==> src/sv/apbr_ram.sv <==
// Generic single-clock RAM: one write port, one read port, registered read data.
// No dependencies.
module apbr_ram #(
  parameter int WIDTH = 8,
  parameter int DEPTH = 16
) (
  input  logic                     clk,
  input  logic                     we,
  input  logic [$clog2(DEPTH)-1:0] waddr,
  input  logic [WIDTH-1:0]         wdata,
  input  logic [$clog2(DEPTH)-1:0] raddr,
  output logic [WIDTH-1:0]         rdata
);

  logic [WIDTH-1:0] mem [DEPTH];

  always_ff @(posedge clk) begin
    if (we) begin
      mem[waddr] <= wdata;
    end
    rdata <= mem[raddr];
  end

endmodule

==> config.mk <==
export PLATFORM = sky130hd
export DESIGN_NAME = apbr_ram
export DESIGN_NICKNAME = d
export VERILOG_FILES = /design/src/sv/apbr_ram.sv
export SDC_FILE = /design/constraint.sdc
export NUM_CORES = 1
export LEC_CHECK = 0
export ABC_AREA = 1
export BUFFER_PORTS_ARGS = -buffer_cell sky130_fd_sc_hd__buf_2
export CORE_UTILIZATION = 51
export DETAILED_ROUTE_END_ITERATION = 10
export GPL_TIMING_DRIVEN = 0
export PLACE_DENSITY = 0.78
export SYNTH_ARGS = -nofsm -noshare
export SYNTH_HDL_FRONTEND = slang
export SYNTH_SLANG_ARGS = --single-unit
==> constraint.sdc <==
create_clock -name clk -period 2.17 [get_ports clk]
set_input_delay 0.217 -clock clk [delete_from_list [all_inputs] [get_ports clk]]
set_output_delay 0.217 -clock clk [all_outputs]
set_load 0.02 [all_outputs]
==> results.json <==
{
  "status": "finished clean",
  "core_area_sq_um": 10900,
  "vias": 3908,
  "reg2reg_depth": 6,
  "hold_violations": 0,
  "hp-class": "input pin to flop",
  "synthCells": 551,
  "synth.avg_cell_area_sq_um": 10.5,
  "finalCritPeriodShare": 0.608,
  "swShare": 0.222,
  "clockBufferDepth": 2,
  "final_common_cell": "nand2_1",
  "startpoint": "waddr[3]",
  "ios": 26,
  "netlist_area_sq_um": 5770,
  "drt_iter0_drc": 430,
  "grt.overflow.total": 0,
  "final_cell_count_no_fill": 745,
  "cp_cell_sequence": "buf_2 > nand3b_1 > nor2_1",
  "hpwl_mm": 8.67,
  "drive_above_1_share": 0.124,
  "finalClockSkew_ps": 4.77,
  "synth.net_count": 569,
  "slew_headroom": 0.309,
  "ys_ff_latch": 136,
  "viasPerCell": 5.25,
  "routed_wirelength_mm": 13.9,
  "firstDrtPassIters": 5,
  "leakage_nw": 2.88,
  "ys_seq_area_frac": 0.694,
  "path_delay_family": "simple AND/OR/NAND/NOR gates",
  "clk_pin_slew_worst_paths_ps": 60,
  "finalSetupTns_ps": 0,
  "die_w_um": 108,
  "syn2layout_area_growth_pct": 15.1,
  "regToRegSetupSlack_ps": 1100,
  "grt_start_max_net_pins": 17,
  "numPortBuffers": 22,
  "wire_per_inst_um": 18.7,
  "power.density_nw_per_um2": 936,
  "worstReg2RegStart": "mem[15][3]",
  "fp.dieArea_sq_um": 11700,
  "power.switching_w": 0.00138,
  "combPwrFrac": 0.065,
  "cts_root_buf": "clkbuf_16",
  "route.detailed.drc": 0,
  "cts_tree": "built",
  "pwr-share-seq": 0.475,
  "diodes": 0,
  "postCtsSetupRepairBufs": 0,
  "placedCellCount": 713,
  "initial_core_util": 0.527,
  "grt_first_pass_wirelength_mm": 21.3,
  "clkPwrFrac": 0.460,
  "postCtsHoldBufs": 0,
  "htree_num_levels": 4,
  "timing.fmax_mhz": 758,
  "fin_nets": 610,
  "worst_ir_drop_vdd_uv": 557,
  "worst_pin_slew_ps": 1030,
  "cap_violations": 0,
  "grt_use_total": 0.265,
  "insertion_delay_ps": 420,
  "slowest_stage": "nor2_1",
  "cp.arrival_ps": 1360,
  "finalSetupViolations": 0,
  "cp_num_buf_inv": 1,
  "grt_setup_unrepaired": "false",
  "start_kind": "input pin",
  "fin_crit_ps": 1320,
  "ant_nets": 0,
  "worst-setup-path-type": "input pin to flop",
  "grt_pass1_vias": 3755,
  "cp.required_ps": 2210,
  "r2r_end": "rdata[3]",
  "numCtsBuffers": 17,
  "cts_resized": 0,
  "yosys_warnings": 0,
  "crit_end": "mem[4][6]",
  "grt_antenna_before_repair": 0,
  "drv_slew": 0,
  "worst-path-stages": 3,
  "layout_common_cells": "nand2_1 (173), edfxtp_1 (128), inv_1 (100)",
  "routabilityCongestion": 0.885,
  "synthDistinctLibCells": 12,
  "p_int_w": 0.00484,
  "chipHeight_um": 108,
  "max_stage_delay_ps": 810,
  "cp_max_fo": 8,
  "cp-end-kind": "flop",
  "clock-sinks": 136,
  "placementRows": 38
}
==> logic make-up after synthesis <==
group	share of synthesized area
AND/OR/NAND/NOR	0.210
flip-flops	0.694
buffers and inverters	0.0952
==> area by class of cell <==
cell class | count | area [sq um]
Clock inverter | 14 | 158
Tap cell | 140 | 175
Clock buffer | 18 | 429
Buffer | 24 | 166
Inverter | 102 | 383
Fill cell | 873 | 4300
Sequential cell | 136 | 4000
Timing Repair Buffer | 22 | 110
Multi-Input combinational cell | 289 | 1210
==> power by group through the flow <==
stage / sequential (W) / combinational [W] / clock, W
2_1_floorplan: 0.00303 / 0.000207 / 0
3_3_place_gp: 0.00300 / 0.000383 / 0
3_5_place_dp: 0.00301 / 0.000390 / 0
4_1_cts: 0.00295 / 0.000397 / 0.00285
5_1_grt: 0.00296 / 0.000437 / 0.00296
6_report: 0.00295 / 0.000401 / 0.00286
==> state kept, by name, indices dropped and copies added, names as in the netlist <==
register,flops
mem,128
rdata,8
==> cells in the mapped netlist <==
cell | n | area [sq um]
inv_1 | 100 | 375
nand2_1 | 173 | 649
inv_2 | 2 | 7.51
nor2_1 | 17 | 63.8
buf_1 | 1 | 3.75
dfxtp_1 | 8 | 160
buf_4 | 4 | 30.0
buf_2 | 13 | 65.1
buf_6 | 6 | 67.6
edfxtp_1 | 128 | 3840
nand3b_1 | 2 | 15.0
nand3_1 | 97 | 485
==> worst min path at each step <==
stage | from | end | cells after the start
5_1_grt | wdata[1] | mem[7][1] | 1
3_3_place_gp | rdata[5] | rdata[5] | 1
3_5_place_dp | rdata[5] | rdata[5] | 1
2_1_floorplan | wdata[0] | mem[0][0] | 0
6_report | wdata[1] | mem[7][1] | 1
4_1_cts | wdata[1] | mem[7][1] | 1
==> layer usage <==
layer	part of all wire	up-vias	GRT usage	routed length [um]
met2	0.48	194	0.411	6740
li1	-	1856	-	-
met1	0.41	1841	0.360	5740
met3	0.090	17	0.0663	1260
met5	0	-	0	0
met4	0.014	0	0.103	198
==> per-stage QoR <==
step	instance area [sq um]	hold slack (ps)	worst slack [ps]	total power, W	util
finish	6640	218	851	0.00622	0.607
global route	6640	230	834	0.00636	0.607
CTS	6640	216	851	0.00620	0.607
detailed placement	6050	633	415	0.00340	0.553
global placement	6050	634	521	0.00339	0.553
floorplan	5770	316	1000	0.00323	-
Power figures use the tool's default switching activity.
